**src/rtl/sidd_pkg.sv**
```systemverilog
`timescale 1ns / 1ps
`default_nettype none
// ----------------------------------------------------------------------------
// sidd_pkg
// Shared constants, types and helper functions for the signed integer to
// decimal digit converter.
// ----------------------------------------------------------------------------
package sidd_pkg;

  localparam int VALUE_W     = 32;                    // input integer width
  localparam int DIGIT_W     = 4;                     // one BCD digit
  localparam int DIGITS_MAX  = 10;                    // digits of 2^31
  localparam int BCD_W       = DIGITS_MAX * DIGIT_W;  // packed BCD width
  localparam int DD_W        = BCD_W + VALUE_W;       // double dabble state
  localparam int DD_STAGES   = 4;                     // pipeline stages
  localparam int STAGE_STEPS = VALUE_W / DD_STAGES;   // shift steps per stage
  localparam int POS_W       = 4;                     // digit position / count

  typedef logic [VALUE_W-1:0] mag_t;
  typedef logic [BCD_W-1:0]   bcd_t;
  typedef logic [DD_W-1:0]    dd_t;
  typedef logic [POS_W-1:0]   pos_t;
  typedef logic [DIGIT_W-1:0] digit_t;

  // A group of double dabble steps: add 3 to every digit >= 5, then shift.
  function automatic dd_t dd_steps(input dd_t state);
    dd_t    s;
    digit_t d;
    s = state;
    for (int step = 0; step < STAGE_STEPS; step++) begin
      for (int k = 0; k < DIGITS_MAX; k++) begin
        d = s[VALUE_W + k*DIGIT_W +: DIGIT_W];
        if (d >= digit_t'(5)) begin
          s[VALUE_W + k*DIGIT_W +: DIGIT_W] = d + digit_t'(3);
        end
      end
      s = {s[DD_W-2:0], 1'b0};
    end
    return s;
  endfunction

  // Number of significant digits, at least one.
  function automatic pos_t digit_count_of(input bcd_t bcd);
    pos_t n;
    n = pos_t'(1);
    for (int k = 1; k < DIGITS_MAX; k++) begin
      if (bcd[k*DIGIT_W +: DIGIT_W] != '0) begin
        n = pos_t'(k + 1);
      end
    end
    return n;
  endfunction

  // Pick one digit of the packed BCD word.
  function automatic digit_t digit_at(input bcd_t bcd, input pos_t pos);
    digit_t d;
    d = '0;
    for (int k = 0; k < DIGITS_MAX; k++) begin
      if (pos == pos_t'(k)) begin
        d = bcd[k*DIGIT_W +: DIGIT_W];
      end
    end
    return d;
  endfunction

endpackage
`default_nettype wire

```
**src/rtl/sidd_if.sv**
```systemverilog
`timescale 1ns / 1ps
`default_nettype none
// ----------------------------------------------------------------------------
// sidd_operand_if / sidd_digit_if
// Valid/ready channels for the integer requests and the digit results.
// ----------------------------------------------------------------------------
interface sidd_operand_if;
  logic               valid;
  logic               ready;
  logic signed [31:0] value;

  modport source (output valid, output value, input ready);
  modport sink   (input valid, input value, output ready);
endinterface

interface sidd_digit_if;
  logic       valid;
  logic       ready;
  logic [3:0] digit;
  logic [3:0] digit_count;
  logic       last_digit;

  modport source (output valid, output digit, output digit_count,
                  output last_digit, input ready);
  modport sink   (input valid, input digit, input digit_count,
                  input last_digit, output ready);
endinterface
`default_nettype wire

```
**src/rtl/signed_int_to_decimal_digits_unit.sv**
```systemverilog
`timescale 1ns / 1ps
`default_nettype none
// The first digit of a request leaves after the magnitude register, four
//   double dabble stages, the digit count stage and the digit serializer.
// Output: one digit per cycle while digits.ready is high; an integer of N
//   digits (1 to 10) gives N results from the digit serializer at the output.
// Reset (rst, synchronous) empties every pipeline stage and the serializer.
// ----------------------------------------------------------------------------
// signed_int_to_decimal_digits_unit
// Converts the magnitude of a signed 32-bit integer to decimal digits,
// most significant first, one result per digit, with no leading zeros.
// ----------------------------------------------------------------------------
module signed_int_to_decimal_digits_unit
  import sidd_pkg::*;
(
  input  wire logic      clk,
  input  wire logic      rst,
  sidd_operand_if.sink   operand,
  sidd_digit_if.source   digits
);

  // Pipeline registers: stage 0 holds the magnitude, stages 1..4 dabble.
  logic st_v [0:DD_STAGES];
  dd_t  st_d [0:DD_STAGES];
  logic take [0:DD_STAGES];

  // Digit count stage
  logic cnt_v;
  bcd_t cnt_bcd;
  pos_t cnt_count;
  logic take_cnt;

  // Output serializer
  logic ser_v;
  bcd_t ser_bcd;
  pos_t ser_count;
  pos_t ser_pos;
  logic ser_load;

  mag_t mag;

  // Magnitude of the request; the most negative value wraps to 2^31
  always_comb begin
    if (operand.value[VALUE_W-1]) begin
      mag = ~mag_t'(operand.value) + mag_t'(1);
    end else begin
      mag = mag_t'(operand.value);
    end
  end

  // Serializer loads when empty or when its last digit leaves
  assign ser_load = cnt_v && (!ser_v || (digits.ready && ser_pos == '0));
  assign take_cnt = !cnt_v || ser_load;

  // Stage load enables, back from the output
  always_comb begin
    take[DD_STAGES] = !st_v[DD_STAGES] || take_cnt;
    for (int i = DD_STAGES - 1; i >= 0; i--) begin
      take[i] = !st_v[i] || take[i+1];
    end
  end

  assign operand.ready = take[0];

  // Stage valid bits
  always_ff @(posedge clk) begin
    if (rst) begin
      for (int i = 0; i <= DD_STAGES; i++) begin
        st_v[i] <= 1'b0;
      end
      cnt_v <= 1'b0;
    end else begin
      if (take[0]) begin
        st_v[0] <= operand.valid;
      end
      for (int i = 1; i <= DD_STAGES; i++) begin
        if (take[i]) begin
          st_v[i] <= st_v[i-1];
        end
      end
      if (take_cnt) begin
        cnt_v <= st_v[DD_STAGES];
      end
    end
  end

  // Stage payload
  always_ff @(posedge clk) begin
    if (take[0]) begin
      st_d[0] <= {{BCD_W{1'b0}}, mag};
    end
    for (int i = 1; i <= DD_STAGES; i++) begin
      if (take[i]) begin
        st_d[i] <= dd_steps(st_d[i-1]);
      end
    end
    if (take_cnt) begin
      cnt_bcd   <= st_d[DD_STAGES][DD_W-1:VALUE_W];
      cnt_count <= digit_count_of(st_d[DD_STAGES][DD_W-1:VALUE_W]);
    end
  end

  // Serializer: walks positions from the top digit down to zero
  always_ff @(posedge clk) begin
    if (rst) begin
      ser_v <= 1'b0;
    end else if (ser_load) begin
      ser_v <= 1'b1;
    end else if (ser_v && digits.ready && ser_pos == '0) begin
      ser_v <= 1'b0;
    end
  end

  always_ff @(posedge clk) begin
    if (ser_load) begin
      ser_bcd   <= cnt_bcd;
      ser_count <= cnt_count;
      ser_pos   <= cnt_count - pos_t'(1);
    end else if (ser_v && digits.ready && ser_pos != '0) begin
      ser_pos   <= ser_pos - pos_t'(1);
    end
  end

  // Result fields
  assign digits.valid       = ser_v;
  assign digits.digit       = digit_at(ser_bcd, ser_pos);
  assign digits.digit_count = ser_count;
  assign digits.last_digit  = (ser_pos == '0);

endmodule
`default_nettype wire

```
**src/flat_wrapper.sv**
```systemverilog
// flat-port wrapper written by rule: the top's interface ports become plain ports
module signed_int_to_decimal_digits_unit_flat import sidd_pkg::*;
  (clk, rst, operand_valid, operand_value, operand_ready, digits_valid, digits_digit, digits_digit_count, digits_last_digit, digits_ready);
  sidd_operand_if operand_i ();
  sidd_digit_if digits_i ();
  input  wire logic clk;
  input  wire logic rst;
  input wire logic [$bits(operand_i.valid)-1:0] operand_valid;
  input wire logic [$bits(operand_i.value)-1:0] operand_value;
  output wire logic [$bits(operand_i.ready)-1:0] operand_ready;
  output wire logic [$bits(digits_i.valid)-1:0] digits_valid;
  output wire logic [$bits(digits_i.digit)-1:0] digits_digit;
  output wire logic [$bits(digits_i.digit_count)-1:0] digits_digit_count;
  output wire logic [$bits(digits_i.last_digit)-1:0] digits_last_digit;
  input wire logic [$bits(digits_i.ready)-1:0] digits_ready;
  assign operand_i.valid = operand_valid;
  assign operand_i.value = operand_value;
  assign operand_ready = operand_i.ready;
  assign digits_valid = digits_i.valid;
  assign digits_digit = digits_i.digit;
  assign digits_digit_count = digits_i.digit_count;
  assign digits_last_digit = digits_i.last_digit;
  assign digits_i.ready = digits_ready;
  signed_int_to_decimal_digits_unit u_core (.clk(clk), .rst(rst), .operand(operand_i), .digits(digits_i));
endmodule
```
**config.mk**
```make
export PLATFORM = sky130hd
export DESIGN_NAME = signed_int_to_decimal_digits_unit_flat
export DESIGN_NICKNAME = d
export VERILOG_FILES = /design/src/rtl/sidd_pkg.sv /design/src/rtl/sidd_if.sv /design/src/rtl/signed_int_to_decimal_digits_unit.sv /design/src/flat_wrapper.sv
export SDC_FILE = /design/constraint.sdc
export NUM_CORES = 1
export LEC_CHECK = 0
export CORE_MARGIN = 4
export CORE_UTILIZATION = 30
export CTS_CLUSTER_DIAMETER = 40
export CTS_CLUSTER_SIZE = 16
export DETAILED_ROUTE_END_ITERATION = 6
export DONT_BUFFER_PORTS = 1
export GPL_ROUTABILITY_DRIVEN = 1
export PLACE_DENSITY = 0.44
export SLEW_MARGIN = 25
export SYNTH_ARGS = -nofsm -noshare
export SYNTH_HDL_FRONTEND = slang
export SYNTH_SLANG_ARGS = --single-unit
```
**constraint.sdc**
```tcl
create_clock -name clk -period 8.03 [get_ports clk]
set_input_delay 1.606 -clock clk [delete_from_list [all_inputs] [get_ports clk]]
set_output_delay 1.606 -clock clk [all_outputs]
set_load 0.05 [all_outputs]
```
# == Word level (Yosys, flattened, before mapping) ==
# Memory sizes are Yosys's and may differ from the RTL's.
# Index checks and enable logic that the tools add are counted.
# word_totals
ram_bits,365
mem_count,2
regBits,94
output_inout_bits,11
word_cells,1391
inputBits,36
# op_classes
eq_ne,9
magnitude_cmp,320
bitwise_logic,6
n_reduce_logical,33
add_sub_neg,323
mux,690
# memory_table
name,depth,word_bits,read_ports,rd_ports_with_merged_regs,wr,line,rtl
u_core.st_d,5,72,5,0,5,signed_int_to_decimal_digits_unit.sv:24,dd_t st_d [0:DD_STAGES];
u_core.st_v,5,1,5,0,5,signed_int_to_decimal_digits_unit.sv:23,logic st_v [0:DD_STAGES];
# ops
operator,n
4-bit two-way mux,588
4-bit by 3-bit >= comparator with 1-bit output (second input constant),320
4-bit by 2-bit adder with 4-bit output (second input constant),288
3-bit two-way mux,68
3-bit by 2-bit adder with 3-bit output (second input constant),32
4-bit nonzero test,10
32-bit by 1-bit adder with 32-bit output (second input constant),1
32-bit two-way mux,1
32-bit inverter,1
1-bit two-way mux,29
4-bit by 3-bit equality test with 1-bit output (second input constant),4
4-bit by 2-bit equality test with 1-bit output (second input constant),2
4-bit equality test (second input constant),2
2-bit two-way mux,4
4-bit by 1-bit subtractor with 4-bit output (second input constant),2
1-bit logical NOT,7
1-bit logical OR,7
1-bit logical AND,5
1-bit bitwise OR,5
4-bit by 1-bit equality test with 1-bit output (second input constant),1
4-bit logical NOT,1
2-bit nonzero test,2
3-bit OR reduction,1

# == Logic depth before layout (Yosys ltp) ==
# Gate-level depths: netlist (run 1).
# depth
depth_word,31
depth_mapped,40
ltp_nobuf,40

# == Worst setup path before layout (run 1) ==
# No wires, ideal clock.
# synth_timing
kind,reg2reg
startpoint,memory u_core.st_d[0][272] in the netlist's numbering
endpoint,memory u_core.st_d[0][357] in the netlist's numbering (data pin)
path_stages_with_launch,38
setup_ps,266
path_buffers,1
setup_slack_ps,1483
t_required_ps,7764
t_arrival_ps,6280
period_less_slack_ps,6547
path_cell_list,edfxtp_1 > inv_1 > ha_1 > nor2b_1 > or3_1 > buf_2 > nand2_1 > ha_1 > nor2b_1 > mux2_2 > o2111a_1 > nor2_1 > inv_1 > ha_1 > inv_1 > o21ai_0 > a21oi_1 > o32a_1 > [... 2 more ...] > inv_1 > ha_1 > nor2b_1 > mux2_2 > o21ai_0 > mux2i_1 > a21boi_2 > nor2_1 > xnor2_1 > ha_1 > inv_1 > ha_1 > a21oi_1 > xnor2_1 > ha_1 > nor2b_1 > o21a_1 > xor2_1
# synth_lines
item,line
"start, declared",signed_int_to_decimal_digits_unit.sv:24

==> insert_results.sql, run 1 <==
INSERT INTO impl_metrics (metric_group, metric, value, unit) VALUES
('timing', 'setup_viol', '0', ''),
('timing', 'slew_violations', '0', ''),
('worst_setup_path', 'worst-path-stages', '31', ''),
('floorplan', 'floorplan.initialDensity', '30.2', '%'),
('synth', 'synth_area_leaders', 'sky130_fd_sc_hd__edfxtp_1, sky130_fd_sc_hd__ha_1, sky130_fd_sc_hd__nand2_1', ''),
('placed_design', 'gpl.final_weighted_congestion', '0.761', ''),
('synth', 'synthTopCellsByCount', 'sky130_fd_sc_hd__nand2_1, sky130_fd_sc_hd__nor2_1, sky130_fd_sc_hd__edfxtp_1', ''),
('worst_setup_path', 'crit_path_frequent_cell', 'sky130_fd_sc_hd__ha_1', ''),
('synth', 'synth-edff-count', '279', ''),
('synth', 'syn-num-nets', '3584', ''),
('finish', 'finalNetCount', '3573', ''),
('clocking', 'cts_inserted_buffers', '52', ''),
('finish', 'drive_gt1_share', '12.4', '%'),
('floorplan', 'num_rows', '114', ''),
('global_routing', 'grt.overflow.total', '0', ''),
('worst_setup_path', 'worstReg2RegEnd', 'u_core.st_d[0][181]', ''),
('placed_design', 'numPlacedInstances', '4605', ''),
('worst_setup_path', 'crit_path_top_delay_cell', 'sky130_fd_sc_hd__edfxtp_1', ''),
('synth', 'syn-instance-count', '3394', ''),
('synth', 'postSynth.asyncResetShare', '0', '%'),
('route', 'first_pass_iters', '5', ''),
('synth', 'synth_top_family_by_area', 'compound AO/OA/AOI/OAI gates', ''),
('worst_setup_path', 'critical_path.reg2reg.startpoint', 'u_core.st_d[0][104]', ''),
('finish', 'fin_area', '32400', 'um2'),
('finish', 'stdcell_count', '4700', ''),
('placed_design', 'postPlaceCellArea', '30600', 'um2'),
('timing', 'max-slew-margin-rel', '33.0', '%'),
('worst_setup_path', 'critPathRequiredTime', '8.37', 'ns'),
('clocking', 'cts_htree_levels', '2', ''),
('route', 'detail_route.vias_per_cell', '5.14', ''),
('flow_run', 'max_cap_violations', '0', ''),
('worst_setup_path', 'timing.critical_path.from', 'u_core.st_d[0][104]', ''),
('global_routing', 'via_count_of_the_first_global_routing_pass', '22700', ''),
('floorplan', 'floorplan_die_height', '320', 'um'),
('worst_setup_path', 'worstSetupEndpointType', 'register', ''),
('floorplan', 'design.portCount', '47', ''),
('timing', 'post-route-worst-setup-slack', '0.833', 'ns'),
('worst_setup_path', 'worstRegToRegCells', '31', ''),
('synth', 'ys.flop_type', 'sky130_fd_sc_hd__edfxtp_1', ''),
('floorplan', 'fp.dieW', '320', 'um'),
('timing', 'fmax_achieved', '139', 'MHz'),
('timing', 'post-route-min-period', '7.20', 'ns'),
('route', 'routed-via-count', '24200', ''),
('synth', 'syn-mean-instance-area', '8.60', 'um2'),
('clocking', 'tritoncts', 'built', ''),
('clocking', 'tritoncts_num_sinks', '281', ''),
('finish', 'fill_cells', '9928', ''),
('timing', 'layout_worst_path_cycle_share', '89.6', '%'),
('route', 'drt_iter0_markers', '1273', ''),
('run_status', 'run_status', 'finished clean', ''),
('route', 'wire_per_inst', '13.1', 'um'),
('timing', 'totalNegativeSetupSlack', '0', 'ns'),
('worst_setup_path', 'worst_path_largest_cell_delay', '0.51', 'ns'),
('synth', 'synth_most_common_cell', 'sky130_fd_sc_hd__nand2_1', ''),
('placed_design', 'place_ws', '0.679', 'ns'),
('clocking', 'clk_transition_reported_paths', '0.05', 'ns'),
('placed_design', 'io_buffer_count', '0', ''),
('synth', 'simple_gate_share_of_the_synthesized_area', '19.4', '%'),
('global_routing', 'grt_start_max_net_pins', '45', ''),
('synth', 'synth-compound-area-share', '29.3', '%'),
('synth', 'synth-xor-area-share', '4.97', '%'),
('worst_setup_path', 'critical-path-top-delay-family', 'compound AO/OA/AOI/OAI gates', ''),
('synth', 'mux_cell_area_share_after_synthesis', '6.65', '%'),
('synth', 'synth.largest_area_cell', 'sky130_fd_sc_hd__edfxtp_1', ''),
('worst_setup_path', 'critPathArrivalTime', '7.53', 'ns'),
('route', 'detail-route-antenna-nets', '0', ''),
('worst_hold_path', 'holdCritPathClass', 'reg -> reg', ''),
('finish', 'antenna_diode_count', '0', ''),
('worst_setup_path', 'setup.worst_path.start_class', 'register', ''),
('synth', 'synth.lib_cells_used.distinct', '146', ''),
('worst_setup_path', 'crit_fanout', '9', '');
worst min-delay path by stage:
stage,start,end,slack (ns)
global placement,u_core.st_d[0][8],u_core.st_d[0][88],0.40
floorplan,u_core.st_d[0][320],u_core.cnt_bcd[0],0.40
finish,u_core.st_d[0][6],u_core.st_d[0][86],0.41
detailed placement,u_core.cnt_bcd[14],u_core.ser_bcd[14],0.40
global route,u_core.st_d[0][161],u_core.st_d[0][241],0.42
CTS,u_core.st_d[0][6],u_core.st_d[0][86],0.41
cells in the final DEF (no fill, tap or decap), types with 45 or more instances in the layout:
cell type and count:
sky130_fd_sc_hd__a21oi_1 219, sky130_fd_sc_hd__nor2b_1 56, sky130_fd_sc_hd__clkbuf_16 53, sky130_fd_sc_hd__nand3_1 67, sky130_fd_sc_hd__nor2_1 307, sky130_fd_sc_hd__edfxtp_1 279
sky130_fd_sc_hd__nand2_1 310, sky130_fd_sc_hd__nor3_1 74, sky130_fd_sc_hd__nand2b_1 71, sky130_fd_sc_hd__o21ai_0 194, sky130_fd_sc_hd__ha_1 154, sky130_fd_sc_hd__inv_1 205
sky130_fd_sc_hd__mux2i_1 86, sky130_fd_sc_hd__o22ai_1 45, sky130_fd_sc_hd__o21a_1 50, sky130_fd_sc_hd__mux2_2 64, sky130_fd_sc_hd__xnor2_1 99, sky130_fd_sc_hd__a211oi_1 54
what timing repair did:
action                                 CTS  global route
buffers inserted                         0             0
hold buffers                             0             0
gates resized for setup                  0             5
endpoints found under the hold margin    0             0
setup endpoints to repair                0            17
routing by layer:
metal,part of all wire (%),vias to the layer above,GRT usage (%),routed length (um)
met3,3.2,69,1.88,1980
li1,-,12800,-,-
met2,45,211,19.3,27700
met1,50,11100,16.3,31200
met5,0,-,0,0
met4,1.5,0,2.42,943
flip-flops by register name (all words and copies together) (netlist names):
signal,cells
u_core.st_v,5
u_core.cnt_bcd,40
u_core.digits.digit_count,4
u_core.cnt_count,4
u_core.ser_pos,4
u_core.st_d,182
u_core.digits.valid,1
u_core.ser_bcd,40
u_core.cnt_v,1
per-stage QoR:
step | utilization [%] | hold WS [ns]
2_1_floorplan | - | 0.400
3_3_place_gp | 31.7 | 0.401
3_5_place_dp | 31.7 | 0.405
4_1_cts | 33.5 | 0.409
5_1_grt | 33.6 | 0.419
6_report | 33.6 | 0.410
worst reg2reg max path: cells and delay by family, from the launching register on:
family	cells	cell delay (ns)
multiplexers	1	0.33
AND/OR/NAND/NOR	11	1.78
flip-flops	1	0.51
adder cells (fa/ha/maj)	5	1.42
buffers and inverters	2	0.29
AO/OA/AOI/OAI	12	2.64
area by class of cell:
class / instances / area, um2 / share of cell area, %
Clock inverter: 38 / 450 / 1.39
Multi-Input combinational cell: 2807 / 19600 / 60.6
Sequential cell: 281 / 8420 / 26.0
Timing Repair Buffer: 18 / 135 / 0.417
Clock buffer: 57 / 1340 / 4.14
Inverter: 223 / 837 / 2.58
Tap cell: 1276 / 1600 / 4.92
kinds of logic (layout without fill, tap and decap cells):
kind of cell             count (synthesis)  after routing
AO/OA/AOI/OAI                         1178           1178
AND/OR/NAND/NOR                       1153           1153
buffers and inverters                  306            336
flip-flops                             281            281
multiplexers                           174            174
adder cells (fa/ha/maj)                157            157
XOR/XNOR                               145            145
Power of run 1 is not shown: default switching activity piles up to over one toggle a cycle in this logic, so the estimate is an artifact.
==> inputs of run 2 (changes only) <==
CELL_PAD_IN_SITES_DETAIL_PLACEMENT = 1   (was not set)
CELL_PAD_IN_SITES_GLOBAL_PLACEMENT = 1   (was not set)
PLACE_DENSITY = 0.53   (was 0.44)
==> run 2 against run 1 <==
Net effect:
- sequential share of layout area increased by 0.077 points
- first-iteration DRC count decreased by 14%
- utilization decreased by 0.10 points
- worst hold slack improved by 0.0037 ns
==> insert_results.sql, run 2 (synthesis results as in run 1) <==
INSERT INTO impl_metrics (metric_group, metric, value, unit) VALUES
('worst_setup_path', 'critPathArrivalTime', '7.72', 'ns'),
('placed_design', 'detailedPlacementHpwl', '57500', 'um'),
('finish', 'area.growth.synth_to_final', '10.7', '%'),
('worst_setup_path', 'setup.worst_path.start_class', 'register', ''),
('clocking', 'tritoncts_num_sinks', '281', ''),
('finish', 'fill_cells', '11200', ''),
('timing', 'hold_viol_final', '0', ''),
('finish', 'finalNetCount', '3567', ''),
('worst_setup_path', 'worstSetupEndpointType', 'register', ''),
('route', 'routed_wirelength', '72900', 'um'),
('worst_hold_path', 'holdCritPathClass', 'reg -> reg', ''),
('finish', 'largest_register_ff_count', '182', ''),
('finish', 'reg.largest.list', 'u_core.st_d: 182 flops, u_core.cnt_bcd: 40 flops, u_core.ser_bcd: 40 flops', ''),
('clocking', 'worstSkewPairLatency', '0.60', 'ns'),
('global_routing', 'grt.overflow.total', '0', ''),
('global_routing', 'grtUsageMet2', '25.8', '%'),
('worst_setup_path', 'critPathRequiredTime', '8.36', 'ns'),
('clocking', 'cts_htree_levels', '2', ''),
('route', 'detail-route-antenna-nets', '0', ''),
('timing', 'setup_viol', '0', ''),
('timing', 'final.setup_skew', '0.0245', 'ns'),
('global_routing', 'via_count_of_the_first_global_routing_pass', '26300', ''),
('flow_run', 'max_cap_violations', '0', ''),
('timing', 'post-route-min-period', '7.40', 'ns'),
('timing', 'holdWs', '0.413', 'ns'),
('global_routing', 'use_met3', '1.69', '%'),
('clocking', 'cts.root.buffer_cell', 'sky130_fd_sc_hd__clkbuf_16', ''),
('clocking', 'postCtsSetupBuffers', '0', ''),
('floorplan', 'fp.dieW', '320', 'um'),
('worst_setup_path', 'crit_path_top_delay_cell', 'sky130_fd_sc_hd__edfxtp_1', ''),
('finish', 'regMostFlops', 'u_core.st_d', ''),
('timing', 'worstMarginPinSlew', '1.10', 'ns'),
('global_routing', 'grt_start_max_net_pins', '45', ''),
('floorplan', 'floorplan.initialDensity', '30.2', '%'),
('route', 'wire_per_inst', '15.5', 'um'),
('global_routing', 'grtUsageMet1', '16.8', '%'),
('route', 'routed-via-count', '25400', ''),
('route', 'drt_iter0_markers', '1099', ''),
('worst_setup_path', 'crit_fanout', '9', ''),
('clocking', 'clock_path_buffers', '3', ''),
('global_routing', 'grt_antenna_before_repair', '2', ''),
('worst_setup_path', 'crit_path_frequent_cell', 'sky130_fd_sc_hd__ha_1', ''),
('route', 'detail_route.vias_per_cell', '5.42', ''),
('timing', 'slew_violations', '0', ''),
('finish', 'layout.cells.most_common', 'sky130_fd_sc_hd__nand2_1', ''),
('worst_setup_path', 'timing.critical_path.from', 'u_core.st_d[0][104]', ''),
('route', 'first_pass_iters', '6', ''),
('worst_setup_path', 'critical_path_class', 'reg -> reg', ''),
('clocking', 'cts_inserted_buffers', '50', ''),
('global_routing', 'grt_pass1_wl', '125000', 'um'),
('floorplan', 'num_rows', '114', ''),
('finish', 'drive_gt1_share', '12.5', '%'),
('global_routing', 'grt_use_total', '13.8', '%'),
('worst_setup_path', 'worst_path_largest_cell_delay', '0.52', 'ns'),
('floorplan', 'design.portCount', '47', ''),
('floorplan', 'design.die.area', '102000', 'um2'),
('finish', 'mostFrequentLayoutCells', 'sky130_fd_sc_hd__nand2_1, sky130_fd_sc_hd__nor2_1, sky130_fd_sc_hd__edfxtp_1', ''),
('clocking', 'tritoncts', 'built', ''),
('placed_design', 'gpl.final_weighted_congestion', '0.790', ''),
('worst_hold_path', 'holdCritStartpoint', 'u_core.st_d[0][19]', ''),
('timing', 'max-slew-margin-rel', '26.5', '%'),
('floorplan', 'core_area', '96600', 'um2'),
('clocking', 'clk_transition_reported_paths', '0.04', 'ns'),
('floorplan', 'floorplan_die_height', '320', 'um'),
('worst_setup_path', 'critical_path.reg2reg.startpoint', 'u_core.st_d[0][104]', ''),
('placed_design', 'io_buffer_count', '0', ''),
('global_routing', 'busiest_layer', 'met2', ''),
('run_status', 'run_status', 'finished clean', ''),
('route', 'route.detailed.drc', '0', ''),
('timing', 'layout_worst_path_cycle_share', '92.1', '%'),
('timing', 'fmax_achieved', '135', 'MHz');
run 2: what timing repair did:
item,4_1_cts,5_1_grt
hold buffers,0,0
endpoints found under the setup margin,0,18
resized for setup,0,10
run 2: layout make-up:
type	count	area, um2	area share (%)
Multi-Input combinational cell	2807	19700	60.9
Sequential cell	281	8420	26.0
Tap cell	1276	1600	4.94
Clock buffer	55	1290	3.99
Inverter	223	837	2.59
Clock inverter	35	399	1.23
Timing Repair Buffer	14	105	0.325
Antenna cell	1	2.50	0.00774
run 2: layer usage:
metal | share of wire [%] | up-vias | routed length (um)
met5 | 0 | - | 0
met4 | 1.7 | 0 | 1250
met3 | 2.5 | 84 | 1820
met2 | 50 | 209 | 36700
met1 | 45 | 12300 | 33100
li1 | - | 12800 | -
run 2: worst paths after layout:
path / slack (ns) / cells past startpoint / end
max reg2reg: 0.63 / 34 / u_core.st_d[0][183]
max: 0.63 / 34 / u_core.st_d[0][183]
min reg2reg: 0.41 / 0 / u_core.st_d[0][99]
min: 0.41 / 0 / u_core.st_d[0][99]
run 2: metrics by stage:
step	area [um2]	TNS (ns)	instances	setup WS [ns]	util, %
after floorplan	29200	0	3394	1.48	-
after global placement	30500	0	4601	0.912	31.6
after detailed placement	30500	0	4601	0.363	31.6
after CTS	32200	0	4691	0.348	33.4
after global routing	32300	-0.0141	4691	-0.0141	33.5
final	32300	0	4692	0.634	33.5
run 2: critical path, delay by kind of cell (launching register included):
family          cells  cell delay [ns]
simple gates       11             1.74
fa+ha+maj           6             1.53
flops               1             0.52
buf+inv             3             0.41
mux                 1             0.26
compound gates     13             2.67
Power of run 2 is left out for the same reason.
==> inputs of run 3 (changes only) <==
CORE_UTILIZATION = 35   (was 30)
PLACE_DENSITY = 0.6   (was 0.53)
==> run 3 against run 2 <==
Net effect:
- cell count down 4.3%
- worst hold slack better by 0.00098 ns
- setup slack better by 0.021 ns
- wire length down 2.8%
- first-iteration DRC count down 2.8%
- sequential share of layout area up 0.17 points
- maximum frequency up 0.29%
- clock skew up 0.013 ns
- critical path depth unchanged
- flip-flop and latch count unchanged
- register-to-register slack better by 0.02 ns
- die area down 14%
==> insert_results.sql, run 3 (synthesis results as in run 1) <==
INSERT INTO impl_metrics (metric_group, metric, value, unit) VALUES
('timing', 'holdWs', '0.414', 'ns'),
('worst_setup_path', 'critical_path_class', 'reg -> reg', ''),
('worst_setup_path', 'crit_path_top_delay_cell', 'sky130_fd_sc_hd__edfxtp_1', ''),
('finish', 'area.growth.synth_to_final', '9.99', '%'),
('finish', 'final_util', '39.0', '%'),
('timing', 'worstMarginPinSlew', '1.10', 'ns'),
('worst_setup_path', 'critPathRequiredTime', '8.33', 'ns'),
('worst_setup_path', 'worstRegToRegCells', '34', ''),
('global_routing', 'grt_pass1_wl', '122000', 'um'),
('route', 'wire_per_inst', '15.8', 'um'),
('finish', 'mostFrequentLayoutCells', 'sky130_fd_sc_hd__nand2_1, sky130_fd_sc_hd__nor2_1, sky130_fd_sc_hd__edfxtp_1', ''),
('route', 'first_pass_iters', '5', ''),
('finish', 'finalNetCount', '3567', ''),
('clocking', 'tritoncts', 'built', ''),
('clocking', 'cts.root.buffer_cell', 'sky130_fd_sc_hd__clkbuf_16', ''),
('route', 'routed_wirelength', '70800', 'um'),
('worst_hold_path', 'holdCritPathClass', 'reg -> reg', ''),
('worst_setup_path', 'critPathArrivalTime', '7.67', 'ns'),
('route', 'drt_iter0_markers', '1068', ''),
('clocking', 'cts_htree_levels', '2', ''),
('floorplan', 'fp.dieW', '297', 'um'),
('finish', 'fill_cells', '9520', ''),
('worst_setup_path', 'worstSetupEndpointType', 'register', ''),
('timing', 'setup_viol', '0', ''),
('global_routing', 'grt_antenna_before_repair', '0', ''),
('finish', 'fin_area', '32100', 'um2'),
('route', 'route.detailed.drc', '0', ''),
('timing', 'fmax_achieved', '136', 'MHz'),
('run_status', 'run_status', 'finished clean', ''),
('floorplan', 'core_area', '82400', 'um2'),
('finish', 'sequential_cell_area', '8420', 'um2'),
('worst_setup_path', 'crit_fanout', '9', ''),
('clocking', 'worstSkewPairLatency', '0.59', 'ns'),
('floorplan', 'floorplan_die_height', '297', 'um'),
('global_routing', 'grt_use_total', '15.5', '%'),
('finish', 'reg.largest.list', 'u_core.st_d: 182 flops, u_core.cnt_bcd: 40 flops, u_core.ser_bcd: 40 flops', ''),
('clocking', 'cts_inserted_buffers', '50', ''),
('worst_setup_path', 'crit_path_frequent_cell', 'sky130_fd_sc_hd__ha_1', ''),
('clocking', 'tritoncts_num_sinks', '281', ''),
('timing', 'max-slew-margin-rel', '26.2', '%'),
('timing', 'post-route-min-period', '7.37', 'ns'),
('finish', 'layout.cells.most_common', 'sky130_fd_sc_hd__nand2_1', ''),
('placed_design', 'postPlaceCellArea', '30300', 'um2'),
('global_routing', 'via_count_of_the_first_global_routing_pass', '26000', ''),
('finish', 'stdcell_count', '4489', ''),
('global_routing', 'grt_start_max_net_pins', '45', ''),
('finish', 'multi_input_comb_area', '19700', 'um2'),
('worst_setup_path', 'setup.worst_path.start_class', 'register', ''),
('clocking', 'clock_path_buffers', '3', ''),
('route', 'routed-via-count', '25400', ''),
('placed_design', 'gpl.final_weighted_congestion', '0.814', ''),
('finish', 'largest_register_ff_count', '182', ''),
('timing', 'slew_violations', '0', ''),
('placed_design', 'io_buffer_count', '0', ''),
('floorplan', 'design.die.area', '88100', 'um2'),
('floorplan', 'design.portCount', '47', ''),
('route', 'detail-route-antenna-nets', '0', ''),
('flow_run', 'max_cap_violations', '0', ''),
('placed_design', 'detailedPlacementHpwl', '55700', 'um'),
('timing', 'final.setup_skew', '0.0371', 'ns'),
('clocking', 'cts_hold_buf', '0', ''),
('finish', 'regMostFlops', 'u_core.st_d', ''),
('floorplan', 'floorplan.initialDensity', '35.4', '%'),
('worst_hold_path', 'worst_hold_path.num_cells', '0', ''),
('finish', 'drive_gt1_share', '12.5', '%'),
('placed_design', 'numPlacedInstances', '4395', ''),
('timing', 'layout_worst_path_cycle_share', '91.8', '%'),
('floorplan', 'num_rows', '105', ''),
('timing', 'hold_viol_final', '0', ''),
('worst_setup_path', 'worst_path_largest_cell_delay', '0.50', 'ns'),
('route', 'detail_route.vias_per_cell', '5.66', ''),
('clocking', 'clk_transition_reported_paths', '0.05', 'ns'),
('global_routing', 'grt.overflow.total', '0', '');
==> run 3: routing by layer <==
| metal | wire [um] | share of wire (%) | GRT usage, % | up-vias |
|---|---|---|---|---|
| met4 | 1310 | 1.8 | 3.56 | 0 |
| li1 | - | - | - | 12800 |
| met1 | 31700 | 45 | 18.8 | 12400 |
| met5 | 0 | 0 | 0 | - |
| met3 | 1630 | 2.3 | 1.89 | 82 |
| met2 | 36100 | 51 | 29.3 | 202 |
==> run 3: area by class of cell <==
| type | count | share of cell area [%] |
|---|---|---|
| clock inverters | 34 | 1.32 |
| repair buffers | 14 | 0.327 |
| clock buffers | 59 | 4.13 |
| multi-input cells | 2807 | 61.2 |
| diodes | 1 | 0.00779 |
| flip-flops and latches | 281 | 26.2 |
| well taps | 1070 | 4.17 |
| inverters | 223 | 2.61 |
==> run 3: timing repair <==
| action | CTS | global route |
|---|---|---|
| hold endpoints to repair | 0 | 0 |
| gates resized for setup | 0 | 11 |
| endpoints found under the setup margin | 0 | 17 |
| setup buffers | 0 | 0 |
==> run 3: worst paths after layout <==
kind,startpoint,slack (ns),end
worst max-delay path,u_core.st_d[0][104],0.66,u_core.st_d[0][183]
worst min-delay path,u_core.cnt_bcd[23],0.41,u_core.ser_bcd[23]
worst max register to register,u_core.st_d[0][104],0.66,u_core.st_d[0][183]
worst min register to register,u_core.cnt_bcd[23],0.41,u_core.ser_bcd[23]
==> run 3: worst max-delay path, delay by kind of cell, from the launching register on <==
kind	cells	cell delay [ns]
DFF	1	0.50
muxes	1	0.30
and+or+nand+nor	11	1.76
adders and majority gates	6	1.55
buffers and inverters	3	0.39
AOI/OAI and AO/OA	13	2.62
==> run 3: metrics by stage <==
| step | setup slack, ns | setup TNS (ns) |
|---|---|---|
| finish | 0.655 | 0 |
| floorplan | 1.48 | 0 |
| global route | -0.00512 | -0.00512 |
| CTS | 0.375 | 0 |
| detailed placement | 0.384 | 0 |
| global placement | 0.953 | 0 |
Power of run 3 is left out for the same reason.
